[config.mk]
export PLATFORM = sky130hd
export DESIGN_NAME = code_length_run_length_encoder
export DESIGN_NICKNAME = d
export VERILOG_FILES = /design/src/rtl/clrle_pkg.sv /design/src/rtl/code_length_run_length_encoder.sv /design/src/rtl/clrle_ctrl.sv /design/src/rtl/clrle_dp.sv
export SDC_FILE = /design/constraint.sdc
export NUM_CORES = 1
export LEC_CHECK = 0
export BUFFER_PORTS_ARGS = -buffer_cell sky130_fd_sc_hd__buf_4
export CORE_MARGIN = 1
export CORE_UTILIZATION = 23
export CTS_BUF_LIST = sky130_fd_sc_hd__clkbuf_4 sky130_fd_sc_hd__clkbuf_8 sky130_fd_sc_hd__clkbuf_16
export CTS_CLUSTER_SIZE = 24
export DETAILED_ROUTE_END_ITERATION = 8
export PLACE_DENSITY_LB_ADDON = 0.08
export SYNTH_ARGS = -nofsm -noshare
export SYNTH_HDL_FRONTEND = slang
export SYNTH_HIERARCHICAL = 1
export SYNTH_SLANG_ARGS = --single-unit
[constraint.sdc]
create_clock -name i_clk -period 7 [get_ports i_clk]
set_clock_uncertainty 0.1 [all_clocks]
set_input_delay 1.4 -clock i_clk [delete_from_list [all_inputs] [get_ports i_clk]]
set_output_delay 1.4 -clock i_clk [all_outputs]
set_load 0.02 [all_outputs]
[src/rtl/clrle_pkg.sv]
`timescale 1ns / 1ps

package clrle_pkg;

    localparam int unsigned DEF_OUTPUT_CAP = 320;

    localparam int CL_W      = 4;
    localparam int RUN_W     = 8;
    localparam int SYM_W     = 5;
    localparam int EB_W      = 3;
    localparam int EV_W      = 7;
    localparam int IDX_W     = 9;
    localparam int RES_N_W   = 5;

    localparam logic [RUN_W-1:0]   RUN_CAP        = 8'd138;
    localparam logic [RUN_W-1:0]   LONG_ZERO_MIN  = 8'd11;
    localparam logic [RUN_W-1:0]   SHORT_ZERO_MIN = 8'd3;
    localparam logic [RUN_W-1:0]   REPEAT_MIN     = 8'd3;
    localparam logic [RUN_W-1:0]   REPEAT_MAX     = 8'd6;
    localparam logic [RES_N_W-1:0] MAX_RESULTS    = 5'd25;

    localparam logic [SYM_W-1:0] SYM_REPEAT     = 5'd16;
    localparam logic [SYM_W-1:0] SYM_ZERO_SHORT = 5'd17;
    localparam logic [SYM_W-1:0] SYM_ZERO_LONG  = 5'd18;

    localparam logic [EB_W-1:0] EB_NONE       = 3'd0;
    localparam logic [EB_W-1:0] EB_REPEAT     = 3'd2;
    localparam logic [EB_W-1:0] EB_ZERO_SHORT = 3'd3;
    localparam logic [EB_W-1:0] EB_ZERO_LONG  = 3'd7;

    typedef enum logic [0:0] {
        ST_IDLE,
        ST_FLUSH
    } t_state;

    typedef struct packed {
        logic accept;
        logic step;
        logic end_seq;
    } t_dp_cmd;

    typedef struct packed {
        logic need_flush;
        logic flush_done;
        logic second_pending;
        logic out_ready;
    } t_dp_status;

endpackage

[src/rtl/code_length_run_length_encoder.sv]
`timescale 1ns / 1ps
// code-length run-length encoder for the deflate code-length alphabet
// input channel: i_valid / o_stall carries one code length and an is_last flag;
//   a transaction completes on a rising edge with i_valid high and o_stall low
// output channel: o_valid / i_stall carries symbol, extra bits, extra value,
//   position in the sequence and a flag on the final result of a transaction
// an item that only extends the open run gives no result
// an item that closes a run (value change, run of 138, or is_last) holds
//   o_stall high while the flush engine emits one result per cycle, unless the
//   receiver stalls; the first result goes through the flush engine registers
//   and then the output register; the block takes input again once the final result is loaded
// one flush engine walks each run one symbol at a time, which sets the rate
// results at positions OUTPUT_CAP and above are dropped silently
// is_last resets the position count for the next sequence
// a stalled receiver holds the output register and, through it, the engine;
//   the input side then stays stalled until the engine is done
// reset (synchronous, active low) clears the open run, the position count
//   and the output valid
module code_length_run_length_encoder #(
    parameter int unsigned OUTPUT_CAP = clrle_pkg::DEF_OUTPUT_CAP
) (
    input  logic                        i_clk,
    input  logic                        i_rst_n,
    input  logic                        i_valid,
    output logic                        o_stall,
    input  logic [clrle_pkg::CL_W-1:0]  i_code_length,
    input  logic                        i_is_last,
    output logic                        o_valid,
    input  logic                        i_stall,
    output logic [clrle_pkg::SYM_W-1:0] o_symbol,
    output logic [clrle_pkg::EB_W-1:0]  o_extra_bits,
    output logic [clrle_pkg::EV_W-1:0]  o_extra_field,
    output logic [clrle_pkg::IDX_W-1:0] o_emitted_index,
    output logic                        o_last_of_batch
);

    clrle_pkg::t_dp_cmd    dp_cmd;
    clrle_pkg::t_dp_status dp_status;

    clrle_ctrl u_ctrl (
        .i_clk    (i_clk),
        .i_rst_n  (i_rst_n),
        .i_valid  (i_valid),
        .o_stall  (o_stall),
        .i_status (dp_status),
        .o_cmd    (dp_cmd)
    );

    clrle_dp #(
        .OUTPUT_CAP (OUTPUT_CAP)
    ) u_dp (
        .i_clk           (i_clk),
        .i_rst_n         (i_rst_n),
        .i_cmd           (dp_cmd),
        .o_status        (dp_status),
        .i_code_length   (i_code_length),
        .i_is_last       (i_is_last),
        .i_stall         (i_stall),
        .o_valid         (o_valid),
        .o_symbol        (o_symbol),
        .o_extra_bits    (o_extra_bits),
        .o_extra_field   (o_extra_field),
        .o_emitted_index (o_emitted_index),
        .o_last_of_batch (o_last_of_batch)
    );

endmodule

[src/rtl/clrle_ctrl.sv]
`timescale 1ns / 1ps

module clrle_ctrl (
    input  logic                  i_clk,
    input  logic                  i_rst_n,
    input  logic                  i_valid,
    output logic                  o_stall,
    input  clrle_pkg::t_dp_status i_status,
    output clrle_pkg::t_dp_cmd    o_cmd
);

    clrle_pkg::t_state r_state;
    clrle_pkg::t_state n_state;

    always_ff @(posedge i_clk) begin
        if (!i_rst_n) begin
            r_state <= clrle_pkg::ST_IDLE;
        end else begin
            r_state <= n_state;
        end
    end

    always_comb begin
        n_state       = r_state;
        o_cmd.accept  = 1'b0;
        o_cmd.step    = 1'b0;
        o_cmd.end_seq = 1'b0;
        o_stall       = 1'b1;
        case (r_state)
            clrle_pkg::ST_IDLE: begin
                o_stall      = 1'b0;
                o_cmd.accept = i_valid;
                if (i_valid && i_status.need_flush) begin
                    n_state = clrle_pkg::ST_FLUSH;
                end
            end
            clrle_pkg::ST_FLUSH: begin
                o_cmd.step = i_status.out_ready;
                // last symbol of the last flush closes the transaction
                if (i_status.out_ready && i_status.flush_done && !i_status.second_pending) begin
                    o_cmd.end_seq = 1'b1;
                    n_state       = clrle_pkg::ST_IDLE;
                end
            end
            default: begin
                n_state = clrle_pkg::ST_IDLE;
            end
        endcase
    end

endmodule

[src/rtl/clrle_dp.sv]
`timescale 1ns / 1ps

module clrle_dp #(
    parameter int unsigned OUTPUT_CAP = clrle_pkg::DEF_OUTPUT_CAP
) (
    input  logic                                i_clk,
    input  logic                                i_rst_n,
    input  clrle_pkg::t_dp_cmd                  i_cmd,
    output clrle_pkg::t_dp_status               o_status,
    input  logic [clrle_pkg::CL_W-1:0]          i_code_length,
    input  logic                                i_is_last,
    input  logic                                i_stall,
    output logic                                o_valid,
    output logic [clrle_pkg::SYM_W-1:0]         o_symbol,
    output logic [clrle_pkg::EB_W-1:0]          o_extra_bits,
    output logic [clrle_pkg::EV_W-1:0]          o_extra_field,
    output logic [clrle_pkg::IDX_W-1:0]         o_emitted_index,
    output logic                                o_last_of_batch
);

    localparam int EW = $clog2(OUTPUT_CAP + 1);
    localparam logic [EW:0] CAP_VAL = (EW + 1)'(OUTPUT_CAP);

    // open run
    logic [clrle_pkg::CL_W-1:0]    r_run_value;
    logic [clrle_pkg::RUN_W-1:0]   r_run_length;
    logic [EW-1:0]                 r_emit_cnt;
    logic [clrle_pkg::RES_N_W-1:0] r_res_n;
    logic                          r_last;
    logic                          r_second;

    // flush engine
    logic [clrle_pkg::CL_W-1:0]  r_f_val;
    logic [clrle_pkg::RUN_W-1:0] r_f_cnt;
    logic                        r_f_first;

    // output register
    logic                         r_out_valid;
    logic [clrle_pkg::SYM_W-1:0]  r_out_symbol;
    logic [clrle_pkg::EB_W-1:0]   r_out_eb;
    logic [clrle_pkg::EV_W-1:0]   r_out_ev;
    logic [clrle_pkg::IDX_W-1:0]  r_out_idx;
    logic                         r_out_last;

    logic                         out_ready;
    logic                         flush_old;
    logic [clrle_pkg::RUN_W-1:0]  new_len;
    logic                         hit_cap;

    logic [clrle_pkg::SYM_W-1:0]  f_sym;
    logic [clrle_pkg::EB_W-1:0]   f_eb;
    logic [clrle_pkg::EV_W-1:0]   f_ev;
    logic [clrle_pkg::RUN_W-1:0]  n_f_cnt;
    logic [clrle_pkg::RUN_W-1:0]  take;
    logic                         f_done;
    logic                         put_ok;
    logic                         next_drop;
    logic [EW:0]                  cnt_plus;

    assign out_ready = !r_out_valid || !i_stall;
    assign flush_old = (r_run_length != '0) && (i_code_length != r_run_value);
    assign new_len   = (r_run_length == '0) ? clrle_pkg::RUN_W'(1)
                                            : r_run_length + clrle_pkg::RUN_W'(1);
    assign hit_cap   = (new_len >= clrle_pkg::RUN_CAP);

    // symbol for the current flush position
    always_comb begin
        f_sym   = {1'b0, r_f_val};
        f_eb    = clrle_pkg::EB_NONE;
        f_ev    = '0;
        n_f_cnt = r_f_cnt - clrle_pkg::RUN_W'(1);
        take    = (r_f_cnt > clrle_pkg::REPEAT_MAX) ? clrle_pkg::REPEAT_MAX : r_f_cnt;
        f_done  = (r_f_cnt == clrle_pkg::RUN_W'(1));
        if (r_f_first) begin
            if (r_f_val == '0 && r_f_cnt >= clrle_pkg::LONG_ZERO_MIN) begin
                f_sym  = clrle_pkg::SYM_ZERO_LONG;
                f_eb   = clrle_pkg::EB_ZERO_LONG;
                f_ev   = clrle_pkg::EV_W'(r_f_cnt - clrle_pkg::LONG_ZERO_MIN);
                f_done = 1'b1;
            end else if (r_f_val == '0 && r_f_cnt >= clrle_pkg::SHORT_ZERO_MIN) begin
                f_sym  = clrle_pkg::SYM_ZERO_SHORT;
                f_eb   = clrle_pkg::EB_ZERO_SHORT;
                f_ev   = clrle_pkg::EV_W'(r_f_cnt - clrle_pkg::SHORT_ZERO_MIN);
                f_done = 1'b1;
            end
        end else if (r_f_cnt >= clrle_pkg::REPEAT_MIN) begin
            f_sym   = clrle_pkg::SYM_REPEAT;
            f_eb    = clrle_pkg::EB_REPEAT;
            f_ev    = clrle_pkg::EV_W'(take - clrle_pkg::REPEAT_MIN);
            n_f_cnt = r_f_cnt - take;
            f_done  = (r_f_cnt == take);
        end
    end

    assign cnt_plus  = {1'b0, r_emit_cnt} + (EW + 1)'(1);
    assign put_ok    = ({1'b0, r_emit_cnt} < CAP_VAL) && (r_res_n < clrle_pkg::MAX_RESULTS);
    // once a put would be dropped, every later one in this transaction is too
    assign next_drop = (cnt_plus >= CAP_VAL)
                    || (r_res_n >= clrle_pkg::MAX_RESULTS - clrle_pkg::RES_N_W'(1));

    always_ff @(posedge i_clk) begin
        if (!i_rst_n) begin
            r_run_value  <= '0;
            r_run_length <= '0;
            r_emit_cnt   <= '0;
            r_res_n      <= '0;
            r_last       <= 1'b0;
            r_second     <= 1'b0;
            r_f_first    <= 1'b0;
        end else begin
            if (i_cmd.accept) begin
                r_last  <= i_is_last;
                r_res_n <= '0;
                if (flush_old) begin
                    r_f_val      <= r_run_value;
                    r_f_cnt      <= r_run_length;
                    r_f_first    <= 1'b1;
                    r_run_value  <= i_code_length;
                    r_run_length <= clrle_pkg::RUN_W'(1);
                    r_second     <= i_is_last;
                end else if (hit_cap || i_is_last) begin
                    r_f_val      <= i_code_length;
                    r_f_cnt      <= new_len;
                    r_f_first    <= 1'b1;
                    r_run_value  <= '0;
                    r_run_length <= '0;
                    r_second     <= 1'b0;
                end else begin
                    r_run_value  <= i_code_length;
                    r_run_length <= new_len;
                end
            end else if (i_cmd.step) begin
                if (put_ok) begin
                    r_res_n <= r_res_n + clrle_pkg::RES_N_W'(1);
                end
                if (f_done && r_second) begin
                    r_f_val      <= r_run_value;
                    r_f_cnt      <= r_run_length;
                    r_f_first    <= 1'b1;
                    r_run_value  <= '0;
                    r_run_length <= '0;
                    r_second     <= 1'b0;
                end else begin
                    r_f_cnt   <= n_f_cnt;
                    r_f_first <= 1'b0;
                end
            end
            if (i_cmd.end_seq && r_last) begin
                r_emit_cnt <= '0;
            end else if (i_cmd.step && put_ok) begin
                r_emit_cnt <= cnt_plus[EW-1:0];
            end
        end
    end

    always_ff @(posedge i_clk) begin
        if (!i_rst_n) begin
            r_out_valid <= 1'b0;
        end else if (out_ready) begin
            r_out_valid <= i_cmd.step && put_ok;
        end
    end

    always_ff @(posedge i_clk) begin
        if (i_cmd.step && put_ok) begin
            r_out_symbol <= f_sym;
            r_out_eb     <= f_eb;
            r_out_ev     <= f_ev;
            r_out_idx    <= clrle_pkg::IDX_W'(r_emit_cnt);
            r_out_last   <= next_drop || (f_done && !r_second);
        end
    end

    assign o_status.need_flush     = flush_old || hit_cap || i_is_last;
    assign o_status.flush_done     = f_done;
    assign o_status.second_pending = r_second;
    assign o_status.out_ready      = out_ready;

    assign o_valid         = r_out_valid;
    assign o_symbol        = r_out_symbol;
    assign o_extra_bits    = r_out_eb;
    assign o_extra_field   = r_out_ev;
    assign o_emitted_index = r_out_idx;
    assign o_last_of_batch = r_out_last;

endmodule

==> results.json <==
{
  "status": "complete, no violations",
  "clkLatencyLatePin_ns": 0.34,
  "cts_made_buffers": 9,
  "grt_usage": 0.123,
  "synth.top_cell.area_share": 0.271,
  "yosys.area.top_type": "edfxtp_1",
  "slew_headroom": 0.357,
  "placed_area_um2": 4370,
  "finalHoldViolCount": 0,
  "setup_viol_count_final": 0,
  "synthTopCellsByCount": "nand2_1, nor2_1, edfxtp_1, dfxtp_1, a21oi_1",
  "wl_per_cell_um": 15.4,
  "setup_tns_ns": 0,
  "cts_tree": "yes",
  "rsz0062_at_grt": "false",
  "nets": 462,
  "postCtsHoldBufs": 0,
  "root_buffer": "clkbuf_16",
  "drcViolationCount": 0,
  "multi_input_area_um2": 2060,
  "power.leakage_nw": 1.68,
  "area_growth_pct": 16.5,
  "synth.distinct_cells": 74,
  "end_kind": "flop",
  "syn_nets": 441,
  "clk_path_buf_depth": 2,
  "dp_hpwl_um": 7470,
  "grt_pass1_wl_um": 16800,
  "synth_area_um2": 3980,
  "yosys_warnings": 6,
  "cp.required_ns": 6.95,
  "cts_sinks": 67,
  "io_buffers": 35,
  "cts_resized": 0,
  "critical_path_class": "primary input to flop",
  "die_w_um": 134,
  "ir_worst_vdd_mv": 0.116,
  "maxSlewViolCount": 0,
  "drive_gt1_frac": 0.184,
  "vias_per_cell": 4.66,
  "ys_seq_elements": 67,
  "grt_pass1_vias": 2999,
  "drt_iter0_drc": 192,
  "die_h_um": 134,
  "grt_antenna_before_repair": 0,
  "detail-route-antenna-nets": 0,
  "ys.flop_type": "edfxtp_1",
  "power.density_nw_per_um2": 225,
  "synth_edf_count": 36,
  "async_flop_share": 0,
  "ys_top_cells_by_area": "edfxtp_1, dfxtp_1, nand2_1",
  "io_pins": 36,
  "startpoint_type": "primary input",
  "final_area_um2": 4640,
  "syn_inst": 420,
  "dr_total_vias": 3105,
  "critPathMaxFanout": 33,
  "hp-class": "flop to flop",
  "rows": 47,
  "regArea_um2": 1700,
  "die-area_um2": 17900,
  "arrival_ns": 3.51,
  "tightestPinTransition_ns": 0.963,
  "routed_wl_um": 10300,
  "period_share": 0.509,
  "drt_first_pass_iters": 4,
  "initial_utilization": 0.238,
  "post-synth-top-count-cell": "nand2_1",
  "n_antenna_cell": 0,
  "fillers": 1797,
  "fmax_ghz": 0.281,
  "fin_crit_ns": 3.56,
  "syn_avg_cell_area_um2": 9.49,
  "overflow": 0,
  "hold-worst-slack_ns": 0.374,
  "core_area_um2": 16800,
  "htree_levels": 3,
  "postCtsSetupBuffers": 0,
  "clkSlewWorstSetupHoldPaths_ns": 0.06,
  "grt_max_degree": 34,
  "place_congestion": 0.781,
  "ys_seq_area_frac": 0.427,
  "maxCapViolations": 0,
  "power.total_mw": 1.05
}
## where the power goes
group          internal, mW  switching, mW
Combinational        0.0626         0.0973
Sequential            0.439         0.0224
Clock                 0.242          0.182
## path summary, 6_finish.rpt
check / from / end / slack (ns) / cells past startpoint
setup reg to reg: u_dp/r_run_length[0] / u_dp/r_f_cnt[5] / 3.81 / 8
hold reg to reg: u_dp/r_run_value[0] / u_dp/r_run_value[0] / 0.37 / 2
setup / recovery: i_valid / u_dp/r_f_cnt[5] / 3.44 / 6
hold / removal: u_dp/r_run_value[0] / u_dp/r_run_value[0] / 0.37 / 2
## flip-flops by register name (all words and copies together) (netlist names)
name,flops
u_dp/o_emitted_index,9
u_dp/r_emit_cnt,9
u_dp/r_f_cnt,8
u_dp/r_run_length,8
u_dp/o_extra_field,7
u_dp/r_res_n,5
u_dp/o_symbol,4
u_dp/r_f_val,4
u_dp/r_run_value,4
u_dp/o_extra_bits,3
u_ctrl/r_state,1
u_dp/o_last_of_batch,1
u_dp/o_valid,1
u_dp/r_f_first,1
u_dp/r_last,1
u_dp/r_second,1
## placed cells by master (no fill, tap or decap), drive strengths merged, types with 6 or more instances in the layout
cell type  count
nand2         47
clkbuf         9
inv           18
mux2           6
ha            12
buf           37
nor2          39
edfxtp        36
nand2b         6
o21ai         24
nor3           7
xnor2         14
a21oi         24
dfxtp         31
a31oi          8
xor2          11
nand4          6
nand3         23
## cell families (layout without fill, tap and decap cells)
family | Yosys count | after routing | share of synthesized area
DFF | 67 | 67 | 0.427
muxes | 11 | 11 | 0.0295
other | 1 | 1 | 0.000941
xor gates and xnor gates | 25 | 25 | 0.0550
adders and majority gates | 12 | 12 | 0.0377
AOI/OAI and AO/OA | 98 | 98 | 0.175
buffers and inverters | 41 | 67 | 0.0559
and+or+nand+nor | 165 | 165 | 0.219
## critical path, stage by stage
cell      delay [ns]
buf_4           0.08
and2b_2         0.53
o21ai_1         0.29
a211oi_2        0.82
nand2b_1        0.22
nor2_1          0.16
## through the flow
step                setup WS (ns)  cells   util
finish                       3.44    666  0.277
global placement             3.14    650  0.261
floorplan                    3.80    420      -
CTS                          3.41    666  0.277
global route                 3.21    666  0.277
detailed placement           3.06    650  0.261
## cell type report
class,instances,share of cell area
Inverter,14,0.0113
Clock buffer,9,0.0485
Timing Repair Buffer,37,0.0598
Multi-Input combinational cell,312,0.444
Sequential cell,67,0.367
Tap cell,220,0.0593
Clock inverter,7,0.0108
## routing by layer
metal	vias up	GRT usage	share of wire
met5	-	0	0
met1	1472	0.171	0.52
met3	8	0.0285	0.030
met2	57	0.179	0.44
li1	1568	-	-
met4	0	0.0530	0.015
No activity file was read; power rests on OpenSTA's default activity.
